===== src/hw/rtl/pva_pkg.sv =====
// ----------------------------------------------------------------------------
// Priority voice allocator package
// Shared constants, codes, payload types and control structures.
// ----------------------------------------------------------------------------
`default_nettype none

package pva_pkg;

  localparam int NUM_CHANNELS = 16;
  localparam int CH_W         = $clog2(NUM_CHANNELS);
  localparam int VOL_W        = 15;
  localparam int PROD_W       = 2 * VOL_W;
  localparam int PROD_SHIFT   = 10;
  localparam int QIN_W        = PROD_W - PROD_SHIFT;
  localparam int RECIP_W      = 21;
  localparam int QMUL_W       = QIN_W + RECIP_W;
  localparam int RECIP_SHIFT  = 25;
  localparam int QUO_W        = QMUL_W - RECIP_SHIFT;

  localparam logic [VOL_W-1:0]   FULL_SCALE = 15'd25600;
  localparam logic [15:0]        UNIT_PITCH = 16'd256;
  // Rounded-up reciprocal of 25 scaled by two to the 25th; exact for 20-bit inputs.
  localparam logic [RECIP_W-1:0] DIV_RECIP  = 21'd1342178;

  localparam int CFG_IDX_W = 1;
  localparam logic [CFG_IDX_W-1:0] CFG_MASTER_VOLUME = 1'd0;
  localparam logic [CFG_IDX_W-1:0] CFG_MUTED         = 1'd1;

  typedef enum logic [1:0] {
    OP_PLAY     = 2'd0,
    OP_FINISH   = 2'd1,
    OP_STOP_ALL = 2'd2
  } pva_op_t;

  typedef enum logic [2:0] {
    ACT_DROP    = 3'd0,
    ACT_START   = 3'd1,
    ACT_STEAL   = 3'd2,
    ACT_RELEASE = 3'd3,
    ACT_STOP    = 3'd4,
    ACT_NONE    = 3'd5
  } pva_action_t;

  typedef enum logic [3:0] {
    ST_IDLE,
    ST_MUL,
    ST_DIV,
    ST_FIND,
    ST_SCAN,
    ST_PICK,
    ST_EMIT_START,
    ST_EMIT_STEAL,
    ST_EMIT_DROP,
    ST_EMIT_REL,
    ST_EMIT_NONE,
    ST_STOP
  } pva_state_t;

  typedef struct packed {
    logic [1:0]        opcode;
    logic [15:0]       sound_id;
    logic signed [15:0] requested_volume;
    logic              request_priority;
    logic              has_settings;
    logic [VOL_W-1:0]  setting_volume;
    logic [15:0]       setting_pitch;
    logic              setting_priority;
    logic [3:0]        finished_channel;
  } pva_in_t;

  typedef struct packed {
    pva_action_t      action;
    logic [3:0]       channel;
    logic [VOL_W-1:0] final_volume;
    logic [15:0]      pitch;
    logic [15:0]      sound_out;
    logic             last;
  } pva_out_t;

  typedef struct packed {
    logic        load;
    logic        find;
    logic        scan;
    logic        emit;
    pva_action_t act;
  } pva_cmd_t;

  typedef struct packed {
    logic [1:0] in_opcode;
    logic       muted;
    logic       eff_pri;
    logic       any_idle;
    logic       any_busy;
    logic       scan_last;
    logic       steal_found;
    logic       stop_last;
    logic       out_free;
  } pva_stat_t;

  function automatic logic [CH_W-1:0] first_set(input logic [NUM_CHANNELS-1:0] m);
    logic [CH_W-1:0] idx;
    idx = '0;
    for (int i = NUM_CHANNELS - 1; i >= 0; i--) begin
      if (m[i]) begin
        idx = CH_W'(i);
      end
    end
    return idx;
  endfunction

endpackage

`default_nettype wire


===== src/hw/rtl/pva_if.sv =====
// ----------------------------------------------------------------------------
// Priority voice allocator channel interfaces
// Valid/ready channels for requests and for allocation results.
// ----------------------------------------------------------------------------
`default_nettype none

interface pva_in_if;
  import pva_pkg::*;
  logic    valid;
  logic    ready;
  pva_in_t payload;
  modport source (output valid, output payload, input ready);
  modport sink (input valid, input payload, output ready);
endinterface

interface pva_out_if;
  import pva_pkg::*;
  logic     valid;
  logic     ready;
  pva_out_t payload;
  modport source (output valid, output payload, input ready);
  modport sink (input valid, input payload, output ready);
endinterface

`default_nettype wire


===== src/hw/rtl/priority_voice_allocator.sv =====
// ----------------------------------------------------------------------------
// Priority voice allocator
// Assigns playback channels to sound requests with priority stealing,
// frees channels on finish events and stops all channels on request.
// ----------------------------------------------------------------------------
// Items are handled one at a time; the request port is ready only while the
// controller is idle, and a finished result waits in the output register
// while the next request is taken. A play request that finds an idle channel
// passes through volume multiply, reciprocal divide, channel pick and delivery.
// A priority request with every channel busy adds a steal search, which visits
// one channel table entry per cycle, followed by a steal pick. A finish event,
// an unknown opcode or a play request while muted goes straight to delivery.
// Stop-all stops the busy channels one at a time, each stopped channel producing
// its own result, and gives a single empty result when no channel is busy. A
// stalled result port holds delivery until the result is taken.
// Configuration writes are taken in any cycle and must only occur when idle.
`default_nettype none

module priority_voice_allocator (
  input  wire logic                          clk,
  input  wire logic                          rst_n,
  pva_in_if.sink                             in_ch,
  pva_out_if.source                          out_ch,
  input  wire logic                          cfg_we,
  input  wire logic [pva_pkg::CFG_IDX_W-1:0] cfg_index,
  input  wire logic [pva_pkg::VOL_W-1:0]     cfg_wdata
);
  import pva_pkg::*;

  pva_cmd_t  cmd;
  pva_stat_t stat;

  pva_ctrl u_ctrl (
    .clk      (clk),
    .rst_n    (rst_n),
    .in_valid (in_ch.valid),
    .in_ready (in_ch.ready),
    .stat     (stat),
    .cmd      (cmd)
  );

  pva_dp u_dp (
    .clk         (clk),
    .rst_n       (rst_n),
    .in_payload  (in_ch.payload),
    .out_valid   (out_ch.valid),
    .out_ready   (out_ch.ready),
    .out_payload (out_ch.payload),
    .cfg_we      (cfg_we),
    .cfg_index   (cfg_index),
    .cfg_wdata   (cfg_wdata),
    .cmd         (cmd),
    .stat        (stat)
  );

endmodule

`default_nettype wire


===== src/hw/rtl/pva_ctrl.sv =====
// ----------------------------------------------------------------------------
// Priority voice allocator controller
// Sequences volume computation, channel search and result delivery.
// ----------------------------------------------------------------------------
`default_nettype none

module pva_ctrl (
  input  wire logic            clk,
  input  wire logic            rst_n,
  input  wire logic            in_valid,
  output logic                 in_ready,
  input  wire pva_pkg::pva_stat_t stat,
  output pva_pkg::pva_cmd_t    cmd
);
  import pva_pkg::*;

  pva_state_t state_r;
  pva_state_t state_nxt;

  always_ff @(posedge clk) begin
    if (!rst_n) begin
      state_r <= ST_IDLE;
    end else begin
      state_r <= state_nxt;
    end
  end

  always_comb begin
    state_nxt = state_r;
    unique case (state_r)
      ST_IDLE: begin
        if (in_valid) begin
          unique case (stat.in_opcode)
            OP_PLAY:     state_nxt = stat.muted ? ST_EMIT_DROP : ST_MUL;
            OP_FINISH:   state_nxt = ST_EMIT_REL;
            OP_STOP_ALL: state_nxt = stat.any_busy ? ST_STOP : ST_EMIT_NONE;
            default:     state_nxt = ST_EMIT_DROP;
          endcase
        end
      end
      ST_MUL:  state_nxt = ST_DIV;
      ST_DIV:  state_nxt = ST_FIND;
      ST_FIND: begin
        priority if (stat.any_idle) begin
          state_nxt = ST_EMIT_START;
        end else if (stat.eff_pri) begin
          state_nxt = ST_SCAN;
        end else begin
          state_nxt = ST_EMIT_DROP;
        end
      end
      ST_SCAN: begin
        if (stat.scan_last) begin
          state_nxt = ST_PICK;
        end
      end
      ST_PICK: state_nxt = stat.steal_found ? ST_EMIT_STEAL : ST_EMIT_DROP;
      ST_EMIT_START, ST_EMIT_STEAL, ST_EMIT_DROP, ST_EMIT_REL, ST_EMIT_NONE: begin
        if (stat.out_free) begin
          state_nxt = ST_IDLE;
        end
      end
      ST_STOP: begin
        if (stat.out_free && stat.stop_last) begin
          state_nxt = ST_IDLE;
        end
      end
      default: state_nxt = ST_IDLE;
    endcase
  end

  always_comb begin
    in_ready = 1'b0;
    cmd      = '0;
    cmd.act  = ACT_DROP;
    unique case (state_r)
      ST_IDLE: begin
        in_ready = 1'b1;
        cmd.load = in_valid;
      end
      ST_FIND: cmd.find = 1'b1;
      ST_SCAN: cmd.scan = 1'b1;
      ST_EMIT_START: begin
        cmd.emit = stat.out_free;
        cmd.act  = ACT_START;
      end
      ST_EMIT_STEAL: begin
        cmd.emit = stat.out_free;
        cmd.act  = ACT_STEAL;
      end
      ST_EMIT_DROP: begin
        cmd.emit = stat.out_free;
        cmd.act  = ACT_DROP;
      end
      ST_EMIT_REL: begin
        cmd.emit = stat.out_free;
        cmd.act  = ACT_RELEASE;
      end
      ST_EMIT_NONE: begin
        cmd.emit = stat.out_free;
        cmd.act  = ACT_NONE;
      end
      ST_STOP: begin
        cmd.emit = stat.out_free;
        cmd.act  = ACT_STOP;
      end
      default: ;
    endcase
  end

endmodule

`default_nettype wire


===== src/hw/rtl/pva_dp.sv =====
// ----------------------------------------------------------------------------
// Priority voice allocator datapath
// Channel table, volume arithmetic, steal search and output register.
// ----------------------------------------------------------------------------
`default_nettype none

module pva_dp (
  input  wire logic                          clk,
  input  wire logic                          rst_n,
  input  wire pva_pkg::pva_in_t              in_payload,
  output logic                               out_valid,
  input  wire logic                          out_ready,
  output pva_pkg::pva_out_t                  out_payload,
  input  wire logic                          cfg_we,
  input  wire logic [pva_pkg::CFG_IDX_W-1:0] cfg_index,
  input  wire logic [pva_pkg::VOL_W-1:0]     cfg_wdata,
  input  wire pva_pkg::pva_cmd_t             cmd,
  output pva_pkg::pva_stat_t                 stat
);
  import pva_pkg::*;

  logic [VOL_W-1:0] master_volume_r;
  logic             muted_r;

  logic [NUM_CHANNELS-1:0] busy_r, busy_nxt;
  logic [NUM_CHANNELS-1:0] pri_r, pri_nxt;
  logic [VOL_W-1:0]        vol_r   [NUM_CHANNELS];
  logic [VOL_W-1:0]        vol_nxt [NUM_CHANNELS];

  pva_in_t          in_r;
  logic [PROD_W-1:0] prod_r;
  logic [VOL_W-1:0] fvol_r;
  logic [CH_W-1:0]  pick_r;
  logic [CH_W-1:0]  cnt_r;
  logic             np_found_r, lo_found_r;
  logic [VOL_W-1:0] np_min_r, lo_min_r;
  logic [CH_W-1:0]  np_idx_r, lo_idx_r;
  logic             out_valid_r;
  pva_out_t         out_r, out_nxt;

  logic [VOL_W-1:0]        target;
  logic [QMUL_W-1:0]       qmul;
  logic [QUO_W-1:0]        quo;
  logic                    eff_pri;
  logic [15:0]             pitch;
  logic [CH_W-1:0]         first_idle, first_busy, steal_idx, fin_ch, wr_idx;
  logic [NUM_CHANNELS-1:0] busy_onehot;
  logic                    stop_last;
  logic                    out_free;
  logic [VOL_W-1:0]        cur_vol;
  logic                    wr_en, wr_clear;

  always_comb begin
    priority if (!in_r.requested_volume[15]) begin
      target = in_r.requested_volume[VOL_W-1:0];
    end else if (in_r.has_settings) begin
      target = in_r.setting_volume;
    end else begin
      target = FULL_SCALE;
    end
  end

  assign qmul = {{RECIP_W{1'b0}}, prod_r[PROD_W-1:PROD_SHIFT]}
              * {{QIN_W{1'b0}}, DIV_RECIP};
  assign quo  = qmul[QMUL_W-1:RECIP_SHIFT];

  assign eff_pri = in_r.request_priority & (~in_r.has_settings | in_r.setting_priority);
  assign pitch   = in_r.has_settings ? in_r.setting_pitch : UNIT_PITCH;

  assign first_idle  = first_set(~busy_r);
  assign first_busy  = first_set(busy_r);
  assign busy_onehot = {{(NUM_CHANNELS-1){1'b0}}, 1'b1} << first_busy;
  assign stop_last   = (busy_r & ~busy_onehot) == '0;
  assign steal_idx   = np_found_r ? np_idx_r : lo_idx_r;
  assign fin_ch      = in_r.finished_channel[CH_W-1:0];
  assign out_free    = !out_valid_r || out_ready;
  assign cur_vol     = vol_r[cnt_r];

  always_ff @(posedge clk) begin
    if (!rst_n) begin
      master_volume_r <= FULL_SCALE;
      muted_r         <= 1'b0;
    end else if (cfg_we) begin
      unique case (cfg_index)
        CFG_MASTER_VOLUME: master_volume_r <= cfg_wdata;
        CFG_MUTED:         muted_r         <= cfg_wdata[0];
        default: ;
      endcase
    end
  end

  always_comb begin
    wr_en    = 1'b0;
    wr_clear = 1'b0;
    wr_idx   = '0;
    if (cmd.emit) begin
      unique case (cmd.act)
        ACT_START: begin
          wr_en  = 1'b1;
          wr_idx = pick_r;
        end
        ACT_STEAL: begin
          wr_en  = 1'b1;
          wr_idx = steal_idx;
        end
        ACT_RELEASE: begin
          wr_clear = 1'b1;
          wr_idx   = fin_ch;
        end
        ACT_STOP: begin
          wr_clear = 1'b1;
          wr_idx   = first_busy;
        end
        default: ;
      endcase
    end
  end

  always_comb begin
    busy_nxt = busy_r;
    pri_nxt  = pri_r;
    vol_nxt  = vol_r;
    priority if (cfg_we && cfg_index == CFG_MUTED && cfg_wdata[0]) begin
      busy_nxt = '0;
      pri_nxt  = '0;
      for (int i = 0; i < NUM_CHANNELS; i++) begin
        vol_nxt[i] = '0;
      end
    end else if (wr_en) begin
      busy_nxt[wr_idx] = 1'b1;
      pri_nxt[wr_idx]  = eff_pri;
      vol_nxt[wr_idx]  = fvol_r;
    end else if (wr_clear) begin
      busy_nxt[wr_idx] = 1'b0;
      pri_nxt[wr_idx]  = 1'b0;
      vol_nxt[wr_idx]  = '0;
    end
  end

  always_ff @(posedge clk) begin
    if (!rst_n) begin
      busy_r <= '0;
      pri_r  <= '0;
      for (int i = 0; i < NUM_CHANNELS; i++) begin
        vol_r[i] <= '0;
      end
    end else begin
      busy_r <= busy_nxt;
      pri_r  <= pri_nxt;
      vol_r  <= vol_nxt;
    end
  end

  always_ff @(posedge clk) begin
    if (cmd.load) begin
      in_r <= in_payload;
    end
    prod_r <= {{VOL_W{1'b0}}, target} * {{VOL_W{1'b0}}, master_volume_r};
    fvol_r <= (quo > QUO_W'(FULL_SCALE)) ? FULL_SCALE : quo[VOL_W-1:0];
    if (cmd.find) begin
      pick_r     <= first_idle;
      cnt_r      <= '0;
      np_found_r <= 1'b0;
      lo_found_r <= 1'b0;
    end else if (cmd.scan) begin
      cnt_r <= cnt_r + 1'b1;
      if (!pri_r[cnt_r] && (!np_found_r || cur_vol < np_min_r)) begin
        np_found_r <= 1'b1;
        np_min_r   <= cur_vol;
        np_idx_r   <= cnt_r;
      end
      if (cur_vol < fvol_r && (!lo_found_r || cur_vol < lo_min_r)) begin
        lo_found_r <= 1'b1;
        lo_min_r   <= cur_vol;
        lo_idx_r   <= cnt_r;
      end
    end
  end

  always_comb begin
    out_nxt        = '0;
    out_nxt.action = cmd.act;
    out_nxt.last   = 1'b1;
    unique case (cmd.act)
      ACT_START, ACT_STEAL: begin
        out_nxt.channel      = 4'(wr_idx);
        out_nxt.final_volume = fvol_r;
        out_nxt.pitch        = pitch;
        out_nxt.sound_out    = in_r.sound_id;
      end
      ACT_RELEASE: out_nxt.channel = in_r.finished_channel;
      ACT_STOP: begin
        out_nxt.channel = 4'(first_busy);
        out_nxt.last    = stop_last;
      end
      default: ;
    endcase
  end

  always_ff @(posedge clk) begin
    if (!rst_n) begin
      out_valid_r <= 1'b0;
    end else if (cmd.emit) begin
      out_valid_r <= 1'b1;
    end else if (out_ready) begin
      out_valid_r <= 1'b0;
    end
  end

  always_ff @(posedge clk) begin
    if (cmd.emit) begin
      out_r <= out_nxt;
    end
  end

  assign out_valid   = out_valid_r;
  assign out_payload = out_r;

  always_comb begin
    stat             = '0;
    stat.in_opcode   = in_payload.opcode;
    stat.muted       = muted_r;
    stat.eff_pri     = eff_pri;
    stat.any_idle    = ~&busy_r;
    stat.any_busy    = |busy_r;
    stat.scan_last   = cnt_r == CH_W'(NUM_CHANNELS - 1);
    stat.steal_found = np_found_r | lo_found_r;
    stat.stop_last   = stop_last;
    stat.out_free    = out_free;
  end

endmodule

`default_nettype wire


===== src/flat_wrapper.sv =====
// flat-port wrapper written by rule: the top's interface ports become plain ports
module priority_voice_allocator_flat import pva_pkg::*;
  (clk, rst_n, cfg_we, cfg_index, cfg_wdata, in_ch_valid, in_ch_payload, in_ch_ready, out_ch_valid, out_ch_payload, out_ch_ready);
  pva_in_if in_ch_i ();
  pva_out_if out_ch_i ();
  input  wire logic clk;
  input  wire logic rst_n;
  input  wire logic cfg_we;
  input  wire logic [pva_pkg::CFG_IDX_W-1:0] cfg_index;
  input  wire logic [pva_pkg::VOL_W-1:0] cfg_wdata;
  input wire logic [$bits(in_ch_i.valid)-1:0] in_ch_valid;
  input wire logic [$bits(in_ch_i.payload)-1:0] in_ch_payload;
  output wire logic [$bits(in_ch_i.ready)-1:0] in_ch_ready;
  output wire logic [$bits(out_ch_i.valid)-1:0] out_ch_valid;
  output wire logic [$bits(out_ch_i.payload)-1:0] out_ch_payload;
  input wire logic [$bits(out_ch_i.ready)-1:0] out_ch_ready;
  assign in_ch_i.valid = in_ch_valid;
  assign in_ch_i.payload = in_ch_payload;
  assign in_ch_ready = in_ch_i.ready;
  assign out_ch_valid = out_ch_i.valid;
  assign out_ch_payload = out_ch_i.payload;
  assign out_ch_i.ready = out_ch_ready;
  priority_voice_allocator u_core (.clk(clk), .rst_n(rst_n), .in_ch(in_ch_i), .out_ch(out_ch_i), .cfg_we(cfg_we), .cfg_index(cfg_index), .cfg_wdata(cfg_wdata));
endmodule

===== config.mk =====
export PLATFORM = sky130hd
export DESIGN_NAME = priority_voice_allocator_flat
export DESIGN_NICKNAME = d
export VERILOG_FILES = /design/src/hw/rtl/pva_pkg.sv /design/src/hw/rtl/pva_if.sv /design/src/hw/rtl/priority_voice_allocator.sv /design/src/hw/rtl/pva_ctrl.sv /design/src/hw/rtl/pva_dp.sv /design/src/flat_wrapper.sv
export SDC_FILE = /design/constraint.sdc
export NUM_CORES = 2
export LEC_CHECK = 0
export BUFFER_PORTS_ARGS = -buffer_cell sky130_fd_sc_hd__buf_2
export CORE_MARGIN = 8
export CORE_UTILIZATION = 55
export CTS_BUF_LIST = sky130_fd_sc_hd__clkbuf_8
export CTS_CLUSTER_DIAMETER = 80
export DETAILED_ROUTE_END_ITERATION = 10
export PLACE_DENSITY = 0.75
export SLEW_MARGIN = 10
export SYNTH_ARGS = -nofsm -noshare
export SYNTH_HDL_FRONTEND = slang
export SYNTH_SLANG_ARGS = --single-unit

===== constraint.sdc =====
create_clock -name clk -period 7.05 [get_ports clk]
set_input_delay 1.41 -clock clk [delete_from_list [all_inputs] [get_ports clk]]
set_output_delay 1.41 -clock clk [all_outputs]
set_load 0.02 [all_outputs]

* Yosys cells after proc, flatten, opt, wreduce, memory -nomap -nowiden
Cells that the tools add are included.
** Operators by class
- Add/subtract/negate cells :: 1
- Multipliers :: 2
- Order comparisons :: 10
- Equality and inequality tests :: 22
- Shift operators :: 1
- Multiplexer cells :: 77
- Bitwise logic cells :: 18
- Reductions and logical operators :: 36
** Operators by type and width (count)
- $mux W240 :: 2
- $and A240 B240 Y240 :: 1
- $bwmux W240 :: 1
- $not A240 Y240 :: 1
- $mux W4 :: 34
- $mux W15 :: 5
- $mux W16 :: 4
- $bmux W15 S4 :: 1
- $demux W15 S4 :: 1
- $and A16 B16 Y16 :: 3
- $not A16 Y16 :: 3
- $lt A15 B15 Y1 :: 3
- $mul A20 B20 Y40 const B :: 1
- $pmux W4 S8 :: 1
- $mul A15 B15 Y30 :: 1
- $pmux W4 S3 :: 2
- $pmux W4 S6 :: 1
- $eq A4 B4 Y1 const B :: 5
- $bwmux W16 :: 1
- $eq A4 B3 Y1 const B :: 4
- $gt A16 B15 Y1 const B :: 1
- $logic_not A16 Y1 :: 1
- $or A16 B16 Y16 :: 1
- $pmux W4 S4 :: 1
- other kinds (40) :: 88
** Storage, ports and cells
- Register bits :: 511
- Output and inout bits :: 57
- Word-level logic and storage cells :: 217

* Depth between registers and ports, before layout
- Depth after elaboration :: 27
- Depth in mapped cells :: 26

* Hierarchy
From an unflattened synthesis, not the netlist that was laid out.
** Unflattened totals
- Cells, all modules :: 3465
- Area total of the unflattened synthesis :: 35361.4 µm²
** Modules (own cells, without submodules)
- pva_dp :: times used 1, cells each 3392, area an instance 34848.4 µm², seq. area each 11621.1 µm²
- pva_ctrl :: times used 1, cells each 73, area an instance 513.0 µm², seq. area each 80.1 µm²

* Worst setup path after synthesis
OpenSTA, ideal clock, no wires.
- Path type :: register to register
- From :: register u_core.u_dp.in_r[53] (netlist bit)
- To :: register u_core.u_dp.prod_r[26]
- Setup time :: 72 ps
- Arrival time :: 6654 ps
- Slack :: 324 ps
- Cell stages (with the launch flop) :: 24
- Path buffers :: 2
- Period minus slack after synthesis :: 6726 ps
- Cells stage by stage :: edfxtp_1 and2_1 clkbuf_1 a22o_1 buf_1 nand2_1 fa_1 fa_1 fa_1 inv_1 fa_1 fa_1 inv_1 fa_1 inv_1 ha_1 a21o_1 a211oi_1 a2bb2oi_1 a31oi_1 a221o_1 a22o_1 o41ai_1 xnor2_1
** On the way
- Longest elaborated chain between the ends :: 2
** Ends and longest elaborated chain
- from (decl) :: RTL line pva_dp.sv:30 : pva_in_t in_r;
- from (signal assigned) :: RTL line pva_dp.sv:156 : in_r <= in_payload;
- $mux W15 :: RTL line pva_dp.sv:54 : priority if (!in_r.requested_volume[15]) begin
- $mul A15 B15 Y30 :: RTL line pva_dp.sv:158 : prod_r <= {{VOL_W{1'b0}}, target} * {{VOL_W{1'b0}}, master_volume_r};
- to (signal assigned) :: RTL line pva_dp.sv:158
- to (decl) :: RTL line pva_dp.sv:31 : logic [PROD_W-1:0] prod_r;
No other way between the ends.
A chain may end at the register's enable or synchronous reset.

* Worst setup path in the final report
- From :: register u_core.u_dp.prod_r[19]
- To :: register u_core.u_dp.fvol_r[7]
** On the way
- Longest elaborated chain between the ends :: 2
** Ends and longest elaborated chain
- $mul A20 B20 Y40 (*) :: RTL line pva_dp.sv:64 : * {{QIN_W{1'b0}}, DIV_RECIP};
- $gt A16 B15 Y1 :: RTL line pva_dp.sv:159 : fvol_r <= (quo > QUO_W'(FULL_SCALE)) ? FULL_SCALE : quo[VOL_W-1:0];
- to (signal assigned) :: RTL line pva_dp.sv:159
- to (decl) :: RTL line pva_dp.sv:32 : logic [VOL_W-1:0] fvol_r;
Every way passes the cells marked *; elsewhere a longest branch is shown, timed or not.

==> impl_metrics.yaml <==
floorplanning:
  rows: 94
  fp.coreArea_um2: 65600
  die_x_um: 273
  ioPinCount: 150
  floorplan.initialDensity_pct: 55.4
  die_y_um: 273
  dieArea_um2: 74600
worst_hold_path:
  min_from: "u_core.u_dp.vol_r[45]$_SDFFE_PP0P_"
  hold_path_class: "reg2reg"
route:
  viasPerCell: 5.59
  dr.pass1.iters: 6
  ant_nets: 0
  wl_per_cell_um: 19.0
  first_iter_violations: 1840
  drc: 0
  routed_wl_um: 85600
  dr_total_vias: 25200
sta:
  hold_viol: 0
  relSlewSlack_pct: 19.2
  fin_skew_ns: 0.0581
  setup_viol: 0
  fin_tns_setup_ns: 0
  fin_crit_ns: 6.74
  worst_pin_slew_ns: 1.21
  rsz0062_at_grt: "yes"
  setup_ws_ns: 0.312
  max_freq_mhz: 148
  finalMaxSlewViolations: 0
  fin_crit_sh_pct: 95.6
yosys:
  synth_cells: 3437
  synth_top_area_cell: "dfxtp_1"
  ys_types: 101
  yosysMostFrequentCell: "inv_1"
  yosys-top-cells-count: "inv_1, ha_1, dfxtp_1"
  yosys.area.top_type_share_pct: 18.4
  synth_flop_cell: "dfxtp_1"
  syn_nets: 4200
  ys_ff_latch: 501
  avgSynthCellArea_um2: 10.6
  ys_top_cells_by_area: "dfxtp_1, fa_1, edfxtp_1"
  syn-cell-area_um2: 36400
  synthArstFlopShare_pct: 0
  ys_warn_count: 0
  synth_edf_count: 167
  yosysSeqAreaShare_pct: 32.2
setup_path:
  cp-start-kind: "flip-flop"
  crit_slowest_cell: "fa_1"
  startpoint: "u_core.u_dp.prod_r[19]$_DFF_P_"
  arrival_ns: 7.34
  reg2reg_from: "u_core.u_dp.prod_r[19]$_DFF_P_"
  crit_family: "adder cells"
  criticalPathCategory: "reg2reg"
  critPathMostFrequentCell: "fa_1"
  path_max_fanout: 9
  worstPathRequired_ns: 7.65
  critPathBufInv: 5
  slowest_delay_ns: 0.49
  endpoint_kind: "flip-flop"
  path_cells: "buf_4 -> ha_1 -> inv_1 -> fa_1 -> fa_1 -> fa_1 -> inv_1 -> fa_1 -> fa_1 -> inv_1 -> fa_1 -> inv_1 -> ha_1 -> a211o_1 -> a211oi_2 -> a31oi_4 -> or2_1 -> o311ai_1 -> o21ai_0 -> o41ai_2 -> a211oi_4 -> nor3_1"
finish:
  drive_gt1_share_pct: 13.4
  fin_util_pct: 60.6
  syn2layout_area_growth_pct: 9.35
  nets: 4333
cts:
  root_buffer: "clkbuf_8"
  clkSinkCount: 501
  cts_max_level: 3
  cts.clk_slew.worst_paths_ns: 0.06
  cts_max_path_buffers: 3
  cts_tree: "done"
  numCtsBuffers: 82
  clk_latency_ns: 0.69
place:
  gp_congestion: 0.880
  pre_cts_ws_ns: 0.0425
  post-dp-hpwl_um: 64100
  portBuffers: 149
global_route:
  grt_usage_pct: 22.7
  grt_max_degree: 102
  grt_pass1_vias: 25700
  grt_first_pass_wirelength_um: 136000
  antenna_found_initial: 3
  grt_overflow: 0
job:
  max-cap-violations: 0
status:
  status: "completed"
## registers in the layout, summed over array words and instances, names as in the netlist, 4 cells and up, named ones only
name and count:
u_core.u_dp.prod_r 20, u_core.u_dp.cnt_r 4, u_core.u_dp.lo_idx_r 4, u_core.u_dp.fin_ch 4
u_core.u_dp.pick_r 4, u_core.u_dp.out_payload 55, u_core.u_dp.in_r 66, u_core.u_dp.fvol_r 15
u_core.u_dp.master_volume_r 15, u_core.u_dp.lo_min_r 15, u_core.u_dp.np_min_r 15, u_core.u_ctrl.state_r 4
u_core.u_dp.vol_r 240, u_core.u_dp.pri_r 16, u_core.u_dp.np_idx_r 4
## placed cells by master, fill, tap and decap left out, types with 15 or more instances in the layout
master    synthesis  routed
nor2b_1          15      15
fa_1            310     310
a22o_1           30      28
edfxtp_1        167     167
nor2_1          320     319
o21a_1           16      16
and3_1           29      29
o21ai_0          42      41
ha_1            360     360
inv_1           492     517
mux2i_1         264     264
a21o_1           41      41
dfxtp_1         334     323
xnor2_1          18      18
and2_1          107     104
mux4_2           79      79
nand3_1          27      27
clkbuf_8          0      96
a21oi_1          68      68
buf_2            22     149
o211ai_1         20      20
nand2_1         293     292
buf_4             8      72
nor3_1           22      22
## final cells by class
cell class	instances	area [µm²]
antenna	2	5.00
clock buffer	96	1320
clock inverter	56	398
fill	5374	25900
inverter	493	1850
multi-input combinational	2270	22100
sequential	501	11700
tap	864	1080
timing repair buffer	222	1310
## per-stage QoR
step | area, µm² | std cells | hold slack, ns
final | 39800 | 4504 | 0.462
after global routing | 39700 | 4503 | 0.485
after CTS | 39700 | 4499 | 0.465
after detailed placement | 37900 | 4347 | 0.453
after global placement | 37900 | 4347 | 0.444
after floorplan | 36400 | 3437 | 0.422
## routing by layer
metal  up-vias  GRT usage (%)  part of all wire, %
met4         0           6.54                  2.3
met3       140           4.69                  7.4
li1      11800              -                    -
met5         -              0                    0
met1     12500           30.7                   44
met2       807           37.0                   47
## cells by family after synthesis
group	after synthesis	share of synthesized area (%)
and+or+nand+nor	890	11.3
xor gates and xnor gates	30	0.723
muxes	348	12.3
AOI/OAI and AO/OA	332	6.65
adders and majority gates	670	29.5
DFF	501	32.2
buffers and inverters	666	7.35
## worst register-to-register path: cells and delay by family (launching register included)
kind	cells	cell delay [ns]
AND/OR/NAND/NOR	2	0.41
adder cells (fa/ha/maj)	8	3.36
AO/OA/AOI/OAI	7	1.92
buffers and inverters	5	0.47
flip-flops	1	0.48
## timing repair
| action | in CTS | in global routing |
|---|---|---|
| hold buffers | 0 | 0 |
| gates resized for setup | 1 | 22 |
| setup buffers | 0 | 3 |
| setup endpoints to repair | 1 | 18 |
## worst paths after layout
path / cells after the start / end / slack [ns]
hold / removal: 2 / u_core.u_dp.vol_r[45]$_SDFFE_PP0P_ / 0.46
hold reg to reg: 2 / u_core.u_dp.vol_r[45]$_SDFFE_PP0P_ / 0.46
setup / recovery: 22 / u_core.u_dp.fvol_r[7]$_SDFF_PN0_ / 0.31
setup reg to reg: 22 / u_core.u_dp.fvol_r[7]$_SDFF_PN0_ / 0.31
Power is left out: the tool's default activity adds up to more than one toggle a clock period on the data nets, which glitch-free logic cannot reach.
